File: src/design/tic_line_parser_macros.svh
// assertion macros for the tic line parser
`ifndef TIC_LINE_PARSER_MACROS_SVH
`define TIC_LINE_PARSER_MACROS_SVH

`ifndef SYNTH

`define TIC_ASSERT_IMPLIES(name, clk, rstn, ante, cons) \
    name: assert property (@(posedge clk) disable iff (!rstn) (ante) |-> (cons)) \
        else $error("tic assertion failed");

`define TIC_ASSERT_NEXT(name, clk, rstn, ante, cons) \
    name: assert property (@(posedge clk) disable iff (!rstn) (ante) |=> (cons)) \
        else $error("tic assertion failed");

`else

`define TIC_ASSERT_IMPLIES(name, clk, rstn, ante, cons)

`define TIC_ASSERT_NEXT(name, clk, rstn, ante, cons)

`endif

`endif

File: src/design/tic_pkg.sv
// shared types and constants of the tic line parser
`default_nettype none

package tic_pkg;

    localparam int LABEL_CHARS_DEF = 8;
    localparam int QDEPTH          = 2;

    localparam logic [7:0] CH_ETX = 8'd3;
    localparam logic [7:0] CH_TAB = 8'd9;
    localparam logic [7:0] CH_LF  = 8'd10;
    localparam logic [7:0] CH_CR  = 8'd13;
    localparam logic [7:0] CH_0   = 8'd48;
    localparam logic [7:0] CH_9   = 8'd57;

    localparam logic [5:0] CHK_BIAS   = 6'd18;
    localparam logic [7:0] CHK_OFFSET = 8'd32;

    localparam logic [3:0] CLS_OTHER  = 4'd0;
    localparam logic [3:0] CLS_EAST   = 4'd1;
    localparam logic [3:0] CLS_EAIT   = 4'd2;
    localparam logic [3:0] CLS_SINSTS = 4'd3;
    localparam logic [3:0] CLS_SINSTI = 4'd4;
    localparam logic [3:0] CLS_DATE   = 4'd5;
    localparam logic [3:0] CLS_URMS1  = 4'd6;
    localparam logic [3:0] CLS_IRMS1  = 4'd7;
    localparam logic [3:0] CLS_STGE   = 4'd8;

    // label prefixes, first character in the low byte
    localparam logic [47:0] PAT_EAST   = {8'h00, 8'h00, "T", "S", "A", "E"};
    localparam logic [47:0] PAT_EAIT   = {8'h00, 8'h00, "T", "I", "A", "E"};
    localparam logic [47:0] PAT_SINSTS = {"S", "T", "S", "N", "I", "S"};
    localparam logic [47:0] PAT_SINSTI = {"I", "T", "S", "N", "I", "S"};
    localparam logic [47:0] PAT_DATE   = {8'h00, 8'h00, "E", "T", "A", "D"};
    localparam logic [47:0] PAT_URMS1  = {8'h00, "1", "S", "M", "R", "U"};
    localparam logic [47:0] PAT_IRMS1  = {8'h00, "1", "S", "M", "R", "I"};
    localparam logic [47:0] PAT_STGE   = {8'h00, 8'h00, "E", "G", "T", "S"};

    typedef enum logic [2:0] {
        K_TEXT,
        K_TAB,
        K_LF,
        K_ETX,
        K_CR
    } tic_kind_t;

    typedef struct packed {
        tic_kind_t  kind;
        logic [7:0] data;
        logic       is_digit;
        logic [3:0] digit;
    } tic_item_t;

    typedef struct packed {
        logic      push;
        tic_item_t item;
    } tic_push_t;

    typedef struct packed {
        logic valid;
        logic full;
    } tic_q_stat_t;

endpackage

`default_nettype wire

File: src/design/tic_front.sv
// front end: accepts received bytes and classifies them for the queue
`default_nettype none

module tic_front (
    input  wire logic               s_valid,
    output logic                    s_ready,
    input  wire logic [7:0]         s_rx_byte,
    input  wire tic_pkg::tic_q_stat_t q_stat,
    output tic_pkg::tic_push_t      q_push
);

    tic_pkg::tic_kind_t kind;
    logic [7:0]         digit_full;

    always_comb begin
        case (s_rx_byte)
            tic_pkg::CH_TAB: kind = tic_pkg::K_TAB;
            tic_pkg::CH_LF:  kind = tic_pkg::K_LF;
            tic_pkg::CH_ETX: kind = tic_pkg::K_ETX;
            tic_pkg::CH_CR:  kind = tic_pkg::K_CR;
            default:         kind = tic_pkg::K_TEXT;
        endcase
    end

    assign digit_full = s_rx_byte - tic_pkg::CH_0;
    assign s_ready    = !q_stat.full;

    always_comb begin
        q_push.push          = s_valid && s_ready;
        q_push.item.kind     = kind;
        q_push.item.data     = s_rx_byte;
        q_push.item.is_digit = (s_rx_byte >= tic_pkg::CH_0) && (s_rx_byte <= tic_pkg::CH_9);
        q_push.item.digit    = digit_full[3:0];
    end

endmodule

`default_nettype wire

File: src/design/tic_queue.sv
// short queue of classified bytes between front and back
`default_nettype none

module tic_queue (
    input  wire logic                 aclk,
    input  wire logic                 aresetn,
    input  wire tic_pkg::tic_push_t   q_push,
    input  wire logic                 q_pop,
    output tic_pkg::tic_item_t        q_item,
    output tic_pkg::tic_q_stat_t      q_stat
);

    localparam int PTR_W = (tic_pkg::QDEPTH > 1) ? $clog2(tic_pkg::QDEPTH) : 1;
    localparam int CNT_W = $clog2(tic_pkg::QDEPTH + 1);
    localparam logic [CNT_W-1:0] CNT_FULL = CNT_W'(tic_pkg::QDEPTH);
    localparam logic [PTR_W-1:0] PTR_LAST = PTR_W'(tic_pkg::QDEPTH - 1);

    tic_pkg::tic_item_t slot_reg [tic_pkg::QDEPTH];
    logic [PTR_W-1:0]   wr_ptr_reg, wr_ptr_next;
    logic [PTR_W-1:0]   rd_ptr_reg, rd_ptr_next;
    logic [CNT_W-1:0]   count_reg, count_next;

    always_comb begin
        wr_ptr_next = wr_ptr_reg;
        rd_ptr_next = rd_ptr_reg;
        count_next  = count_reg;
        if (q_push.push) begin
            wr_ptr_next = (wr_ptr_reg == PTR_LAST) ? '0 : wr_ptr_reg + 1'b1;
        end
        if (q_pop) begin
            rd_ptr_next = (rd_ptr_reg == PTR_LAST) ? '0 : rd_ptr_reg + 1'b1;
        end
        if (q_push.push && !q_pop) begin
            count_next = count_reg + 1'b1;
        end else if (q_pop && !q_push.push) begin
            count_next = count_reg - 1'b1;
        end
    end

    always_ff @(posedge aclk) begin
        if (!aresetn) begin
            wr_ptr_reg <= '0;
            rd_ptr_reg <= '0;
            count_reg  <= '0;
        end else begin
            wr_ptr_reg <= wr_ptr_next;
            rd_ptr_reg <= rd_ptr_next;
            count_reg  <= count_next;
        end
    end

    always_ff @(posedge aclk) begin
        if (q_push.push) begin
            slot_reg[wr_ptr_reg] <= q_push.item;
        end
    end

    assign q_item       = slot_reg[rd_ptr_reg];
    assign q_stat.valid = (count_reg != '0);
    assign q_stat.full  = (count_reg == CNT_FULL);

endmodule

`default_nettype wire

File: src/design/tic_back.sv
// back end: line state, checksum, value decoding and result register
`default_nettype none

module tic_back #(
    parameter int LABEL_CHARS = tic_pkg::LABEL_CHARS_DEF
) (
    input  wire logic                 aclk,
    input  wire logic                 aresetn,
    input  wire tic_pkg::tic_q_stat_t q_stat,
    input  wire tic_pkg::tic_item_t   q_item,
    output logic                      q_pop,
    output logic                      m_valid,
    input  wire logic                 m_ready,
    output logic [3:0]                m_label_class,
    output logic [31:0]               m_value_number,
    output logic [7:0]                m_value_second_char,
    output logic                      m_checksum_present,
    output logic                      m_checksum_ok
);

    localparam int IDX_W = $clog2(LABEL_CHARS);
    localparam logic [4:0] LBL_LIMIT = 5'(LABEL_CHARS);

    logic       line_open_reg, line_open_next;
    logic [1:0] tab_count_reg, tab_count_next;
    logic [5:0] sum_reg, sum_next;
    logic [7:0] label_text_reg [LABEL_CHARS];
    logic [3:0] label_length_reg, label_length_next;
    logic [31:0] number_reg, number_next;
    logic [3:0] value_length_reg, value_length_next;
    logic       digits_ended_reg, digits_ended_next;
    logic [7:0] second_char_reg, second_char_next;
    logic [7:0] check_reg, check_next;
    logic       check_captured_reg, check_captured_next;

    logic        m_valid_reg, m_valid_next;
    logic [3:0]  class_reg;
    logic [31:0] number_out_reg;
    logic [7:0]  second_out_reg;
    logic        present_reg;
    logic        ok_reg;

    logic        is_cr, is_text, take;
    logic        out_stalled, out_load, label_we;
    logic [35:0] number_times_ten;
    logic [47:0] label_head;
    logic [3:0]  class_now;
    logic [7:0]  expect_check;

    function automatic logic pfx(input logic [47:0] txt, input logic [47:0] pat,
                                 input logic [2:0] n, input logic [3:0] len);
        logic ok;
        ok = (len >= {1'b0, n});
        for (int i = 0; i < 6; i++) begin
            if ((3'(i) < n) && (txt[8*i +: 8] != pat[8*i +: 8])) begin
                ok = 1'b0;
            end
        end
        return ok;
    endfunction

    assign label_head = {label_text_reg[5], label_text_reg[4], label_text_reg[3],
                         label_text_reg[2], label_text_reg[1], label_text_reg[0]};

    always_comb begin
        if (pfx(label_head, tic_pkg::PAT_EAST, 3'd4, label_length_reg)) begin
            class_now = tic_pkg::CLS_EAST;
        end else if (pfx(label_head, tic_pkg::PAT_EAIT, 3'd4, label_length_reg)) begin
            class_now = tic_pkg::CLS_EAIT;
        end else if (label_length_reg == 4'd6 &&
                     pfx(label_head, tic_pkg::PAT_SINSTS, 3'd6, label_length_reg)) begin
            class_now = tic_pkg::CLS_SINSTS;
        end else if (pfx(label_head, tic_pkg::PAT_SINSTI, 3'd6, label_length_reg)) begin
            class_now = tic_pkg::CLS_SINSTI;
        end else if (pfx(label_head, tic_pkg::PAT_DATE, 3'd4, label_length_reg)) begin
            class_now = tic_pkg::CLS_DATE;
        end else if (pfx(label_head, tic_pkg::PAT_URMS1, 3'd5, label_length_reg)) begin
            class_now = tic_pkg::CLS_URMS1;
        end else if (pfx(label_head, tic_pkg::PAT_IRMS1, 3'd5, label_length_reg)) begin
            class_now = tic_pkg::CLS_IRMS1;
        end else if (pfx(label_head, tic_pkg::PAT_STGE, 3'd4, label_length_reg)) begin
            class_now = tic_pkg::CLS_STGE;
        end else begin
            class_now = tic_pkg::CLS_OTHER;
        end
    end

    // 6-bit add wraps, which is the mask
    assign expect_check = {2'b00, sum_reg + tic_pkg::CHK_BIAS} + tic_pkg::CHK_OFFSET;

    assign is_cr       = (q_item.kind == tic_pkg::K_CR);
    assign out_stalled = m_valid_reg && !m_ready;
    // a closing cr needs the result register free
    assign q_pop       = q_stat.valid && !(is_cr && line_open_reg && out_stalled);
    assign out_load    = q_pop && is_cr && line_open_reg;
    assign is_text     = (q_item.kind == tic_pkg::K_TEXT) || (q_item.kind == tic_pkg::K_TAB);
    assign take        = q_pop && is_text && line_open_reg;
    assign label_we    = take && (q_item.kind == tic_pkg::K_TEXT) && (tab_count_reg == 2'd0) &&
                         ({1'b0, label_length_reg} < LBL_LIMIT);

    assign number_times_ten = {1'b0, number_reg, 3'b000} + {3'b000, number_reg, 1'b0} +
                              {32'd0, q_item.digit};

    always_comb begin
        line_open_next      = line_open_reg;
        tab_count_next      = tab_count_reg;
        sum_next            = sum_reg;
        label_length_next   = label_length_reg;
        number_next         = number_reg;
        value_length_next   = value_length_reg;
        digits_ended_next   = digits_ended_reg;
        second_char_next    = second_char_reg;
        check_next          = check_reg;
        check_captured_next = check_captured_reg;
        if (q_pop) begin
            case (q_item.kind)
                tic_pkg::K_LF: begin
                    line_open_next      = 1'b1;
                    tab_count_next      = 2'd0;
                    sum_next            = '0;
                    label_length_next   = '0;
                    number_next         = '0;
                    value_length_next   = '0;
                    digits_ended_next   = 1'b0;
                    second_char_next    = '0;
                    check_next          = '0;
                    check_captured_next = 1'b0;
                end
                tic_pkg::K_ETX: begin
                    line_open_next = 1'b0;
                end
                tic_pkg::K_CR: begin
                    line_open_next = 1'b0;
                end
                default: begin
                    if (take) begin
                        if (tab_count_reg == 2'd2 && !check_captured_reg) begin
                            check_next          = q_item.data;
                            check_captured_next = 1'b1;
                        end
                        if (q_item.kind == tic_pkg::K_TAB) begin
                            if (tab_count_reg != 2'd3) begin
                                tab_count_next = tab_count_reg + 1'b1;
                            end
                        end else begin
                            if (tab_count_reg == 2'd0) begin
                                if (label_length_reg != 4'd15) begin
                                    label_length_next = label_length_reg + 1'b1;
                                end
                            end else if (tab_count_reg == 2'd1) begin
                                if (value_length_reg == 4'd1) begin
                                    second_char_next = q_item.data;
                                end
                                if (value_length_reg != 4'd15) begin
                                    value_length_next = value_length_reg + 1'b1;
                                end
                                if (!digits_ended_reg) begin
                                    if (q_item.is_digit) begin
                                        number_next = (number_times_ten[35:32] != 4'd0) ?
                                                      32'hFFFF_FFFF : number_times_ten[31:0];
                                    end else begin
                                        digits_ended_next = 1'b1;
                                    end
                                end
                            end
                            if (tab_count_reg[1] == 1'b0) begin
                                sum_next = sum_reg + q_item.data[5:0];
                            end
                        end
                    end
                end
            endcase
        end
    end

    always_comb begin
        m_valid_next = m_valid_reg;
        if (out_load) begin
            m_valid_next = 1'b1;
        end else if (m_ready) begin
            m_valid_next = 1'b0;
        end
    end

    always_ff @(posedge aclk) begin
        if (!aresetn) begin
            line_open_reg <= 1'b0;
            m_valid_reg   <= 1'b0;
        end else begin
            line_open_reg <= line_open_next;
            m_valid_reg   <= m_valid_next;
        end
    end

    // line registers other than the label text are cleared by the opening lf before use
    always_ff @(posedge aclk) begin
        tab_count_reg      <= tab_count_next;
        sum_reg            <= sum_next;
        label_length_reg   <= label_length_next;
        number_reg         <= number_next;
        value_length_reg   <= value_length_next;
        digits_ended_reg   <= digits_ended_next;
        second_char_reg    <= second_char_next;
        check_reg          <= check_next;
        check_captured_reg <= check_captured_next;
        if (label_we) begin
            label_text_reg[label_length_reg[IDX_W-1:0]] <= q_item.data;
        end
        if (out_load) begin
            class_reg      <= class_now;
            number_out_reg <= number_reg;
            second_out_reg <= (value_length_reg >= 4'd2) ? second_char_reg : 8'd0;
            present_reg    <= check_captured_reg;
            ok_reg         <= check_captured_reg && (check_reg == expect_check);
        end
    end

    assign m_valid             = m_valid_reg;
    assign m_label_class       = class_reg;
    assign m_value_number      = number_out_reg;
    assign m_value_second_char = second_out_reg;
    assign m_checksum_present  = present_reg;
    assign m_checksum_ok       = ok_reg;

endmodule

`default_nettype wire

File: src/design/tic_line_parser.sv
// top level of the tic line parser: front, queue and back
//
// channel   dir  handshake          payload
// s_        in   s_valid/s_ready    s_rx_byte (8)
// m_        out  m_valid/m_ready    class (4), number (32), second char (8), present, ok
//
// one byte per cycle sustained while results are taken, the back end then retiring one queued byte each cycle.
// a result appears in the cycle after its cr leaves the queue and sits in an output register.
// s_ready drops only when the two-entry queue is full; a cr stalls in the queue
// while the previous result is still unread.
// reset is synchronous, active low, and closes any open line.
`default_nettype none

`include "tic_line_parser_macros.svh"

module tic_line_parser #(
    parameter int LABEL_CHARS = tic_pkg::LABEL_CHARS_DEF
) (
    input  wire logic        aclk,
    input  wire logic        aresetn,
    input  wire logic        s_valid,
    output logic             s_ready,
    input  wire logic [7:0]  s_rx_byte,
    output logic             m_valid,
    input  wire logic        m_ready,
    output logic [3:0]       m_label_class,
    output logic [31:0]      m_value_number,
    output logic [7:0]       m_value_second_char,
    output logic             m_checksum_present,
    output logic             m_checksum_ok
);

    tic_pkg::tic_push_t   q_push;
    tic_pkg::tic_item_t   q_item;
    tic_pkg::tic_q_stat_t q_stat;
    logic                 q_pop;
    logic                 cr_popped;

    tic_front u_front (
        .s_valid   (s_valid),
        .s_ready   (s_ready),
        .s_rx_byte (s_rx_byte),
        .q_stat    (q_stat),
        .q_push    (q_push)
    );

    tic_queue u_queue (
        .aclk    (aclk),
        .aresetn (aresetn),
        .q_push  (q_push),
        .q_pop   (q_pop),
        .q_item  (q_item),
        .q_stat  (q_stat)
    );

    tic_back #(
        .LABEL_CHARS (LABEL_CHARS)
    ) u_back (
        .aclk                (aclk),
        .aresetn             (aresetn),
        .q_stat              (q_stat),
        .q_item              (q_item),
        .q_pop               (q_pop),
        .m_valid             (m_valid),
        .m_ready             (m_ready),
        .m_label_class       (m_label_class),
        .m_value_number      (m_value_number),
        .m_value_second_char (m_value_second_char),
        .m_checksum_present  (m_checksum_present),
        .m_checksum_ok       (m_checksum_ok)
    );

    assign cr_popped = q_pop && (q_item.kind == tic_pkg::K_CR);

    // an accepted byte is in the queue on the next cycle
    `TIC_ASSERT_NEXT(a_push_lands, aclk, aresetn, s_valid && s_ready, q_stat.valid)
    // a new result only comes from a cr leaving the queue
    `TIC_ASSERT_IMPLIES(a_result_from_cr, aclk, aresetn, $rose(m_valid), $past(cr_popped))
    // never pop while the queue is empty
    `TIC_ASSERT_IMPLIES(a_pop_has_item, aclk, aresetn, q_pop, q_stat.valid)

endmodule

`default_nettype wire
File: config.mk
export PLATFORM = sky130hd
export DESIGN_NAME = tic_line_parser
export DESIGN_NICKNAME = d
export VERILOG_FILES = /design/src/design/tic_pkg.sv /design/src/design/tic_front.sv /design/src/design/tic_queue.sv /design/src/design/tic_back.sv /design/src/design/tic_line_parser.sv
export VERILOG_INCLUDE_DIRS = /design/src /design/src/design
export SDC_FILE = /design/constraint.sdc
export NUM_CORES = 1
export LEC_CHECK = 0
export BUFFER_PORTS_ARGS = -buffer_cell sky130_fd_sc_hd__buf_2
export CAP_MARGIN = 40
export CORE_MARGIN = 1.5
export CORE_UTILIZATION = 48
export CTS_BUF_LIST = sky130_fd_sc_hd__clkbuf_8
export CTS_CLUSTER_DIAMETER = 120
export DETAILED_ROUTE_END_ITERATION = 16
export PLACE_DENSITY = 0.65
export SLEW_MARGIN = 10
export SYNTH_ARGS = -nofsm -noshare
export SYNTH_HDL_FRONTEND = slang
export SYNTH_HIERARCHICAL = 1
export SYNTH_SLANG_ARGS = --single-unit
File: constraint.sdc
create_clock -name aclk -period 12.8 [get_ports aclk]
set_input_delay 1.92 -clock aclk [delete_from_list [all_inputs] [get_ports aclk]]
set_output_delay 1.92 -clock aclk [all_outputs]
set_load 0.01 [all_outputs]
==> impl_results.md <==
* Vias in the first global route at ~6,500
* Post-Synth Simple-Gate Area at 12.0%
* Gr usage total at about a fifth
* DRC errors left at 0
* Area of the core at 0.0211 mm^2
* Seq/Total Area, Yosys at 57.1%
* Yosys warning total at 6
* Post-layout util at 53.2%
* Worst-margin pin slew at about 0.89 ns
* Pwr Total at 1510 uW
* Count of different cell masters after synthesis at 64
* Post-synth top cells: edfxtp_1 (192), ha_1 (81), nor2_1 (53)
* EDFF count, synth at approximately 190
* Area delta synth->final at 8.49%
* Buffers on Ports at 59
* CP max stage cell: dfxtp_1
* Crit path max fanout at 23
* Die H at 150 um
* PD cells at ~130 mW/mm^2
* Clk root buf: clkbuf_8
* Post-cts gate resize count at 0
* CP required at 13.00 ns
* Slew HR at between 40% and 50%
* Area share of the largest cell type after synthesis at 55.8%
* Mux contribution to synthesized area at 1.89%
* Post-DP HPWL at 14,200 um
* Top cells by area, synth: edfxtp_1 (56%), ha_1 (9.8%), xnor2_1 (2.5%)
* CTS buffer count at 17
* Initial antenna violation count at 0
* I/O pin count at 60
* CP startpoint kind: flip-flop
* Flops & latches, synth at just under 200
* CP most frequent cell: fa_1
* Status: finished clean
* FP Rows at 53
* RSZ-0062 raised after global routing: no
* Post-CTS Setup Inserts at 0
* Worst-path clk slew at roughly 0.11 ns
* Post-synth ARST share at 0%
* Synth Area in Compound Gates at 10.8%
* Worst path cell trace: mux2_2, fa_1, inv_1, fa_1, nand2b_1, a21oi_1, o21a_1, a21oi_2, o31ai_2, mux2_4, a221oi_4, buf_4, a31oi_1
* Vias per std cell at between 5 and 6
* Layout net count at 962
* H-tree levels at 4
* Max reg flops at 48
* Cts hold-fix bufs at 0
* Share of cells above drive strength 1 at 15.9%
* Avg WL per Cell at around 18 um
* Drt total wl at a little over 20,000 um
* Final setup TNS at 0 ns
* Minimum clock period at 5.04 ns
* Hold Vio Cnt, Final at 0
* Avg Inst Size Synth at 12.6 um^2
* Mapped Cells at 818
* Full die area at 0.0224 mm^2
* Max-Cap Viols at 0
* Worst-skew pair later-pin latency at 0.47 ns
* Worst path max stage delay at 0.77 ns
* Most numerous cell in the Yosys netlist: edfxtp_1
* HP Class: flip-flop to flip-flop
* Detailed Routing Iterations Pass 1 at 5
* HP Start: u_queue/count_reg[1]
* Pin count of the biggest net entering global routing at 51
* RD Place Congestion at 0.858
* Leakage at 0.00401 uW
* Largest family of logic cells by synthesized area: simple AND/OR/NAND/NOR gates
* Initial DRC count at 379
* Sink Count at 199
* Post-Syn Nets at 914
* Worst EP arrival at 5.24 ns
* Die width at 150 um
* Period utilisation layout at roughly two fifths
* FMAX at 0.198 GHz
* Initial core utilization at 49.0%
* Setup-failing EPs final at 0
* Gr ovfl total at 0
* Global-route wire length before repair at ~33,000 um
* WS Path Type: flip-flop to flip-flop
* Post-Synth XOR/XNOR Area at 4.40%
* Diode count at 0
* Biggest area consumer among synthesized cells: edfxtp_1
* Slew Viols, Final at 0
* Setup Skew at 0.0189 ns
* Main flop type after synthesis: edfxtp_1
* VDD IR max at 79.2 uV
* Max clock buf depth at 2
* Synth Area in Adders at 10.4%
* DRT antenna net count at 0
* CTS tree: done
* Synthesized area at slightly above 0.01 mm^2
* Vias at 6,575
* CP Capture Type: flip-flop
## worst max-delay path: cells and delay by family, from the launching register on
family | cells | cell delay [ns]
compound gates | 6 | 1.56
fa+ha+maj | 2 | 1.02
flops | 1 | 0.77
mux | 2 | 0.77
buf+inv | 2 | 0.46
simple gates | 1 | 0.18
## logic make-up (layout without fill, tap and decap cells)
kind of cell | Yosys count | after routing
adder cells (fa/ha/maj) | 84 | 84
AO/OA/AOI/OAI | 171 | 171
buffers and inverters | 69 | 130
XOR/XNOR | 51 | 51
flip-flops | 199 | 199
multiplexers | 17 | 17
AND/OR/NAND/NOR | 227 | 227
## report_power, final
part / leakage (uW) / switching, uW / internal [uW]
Sequential: 0.00179 / 23.4 / 785
Clock: 0.000203 / 242 / 150
Combinational: 0.00202 / 188 / 122
Total: 0.00401 / 453 / 1060
## layout make-up
cell class	count	area [um^2]
Clock buffer	18	248
Inverter	29	109
Fill cell	1851	9880
Timing Repair Buffer	69	368
Multi-Input combinational cell	550	4100
Tap cell	275	344
Clock inverter	14	135
Sequential cell	199	5910
## metrics by stage
| step | cell area, um^2 | std cells | hold slack (ns) | worst slack, ns |
|---|---|---|---|---|
| detailed placement | 10800 | 1122 | 0.488 | 7.74 |
| floorplan | 10300 | 818 | 0.442 | 8.24 |
| global route | 11200 | 1154 | 0.525 | 7.38 |
| finish | 11200 | 1154 | 0.500 | 7.76 |
| global placement | 10800 | 1119 | 0.484 | 7.81 |
| CTS | 11200 | 1154 | 0.510 | 7.75 |
## per-layer routing
layer	share of wire, %	track usage (%)	up-vias
met5	0	0	-
li1	-	-	3179
met1	50	28.0	3215
met4	1.5	6.42	0
met2	45	29.4	156
met3	4.2	3.26	25
## worst paths after layout
kind | endpoint | slack, ns | cells after the start
worst max-delay path | u_back/number_reg[16] | 7.76 | 13
worst min-delay path | u_queue/count_reg[1] | 0.50 | 2
worst max register to register | u_back/number_reg[16] | 7.76 | 13
worst min register to register | u_queue/count_reg[1] | 0.50 | 2
## cells in the final DEF, fill, tap and decap left out, types with 21 or more instances in the layout
cell type  instances
a21oi_1           47
a31oi_1           33
buf_2             60
edfxtp_1         192
ha_1              81
inv_1             31
nand2_1           34
nand3_1           23
nor2_1            50
o21ai_0           24
xnor2_1           29
xor2_1            21
Power figures use the tool's default switching activity.
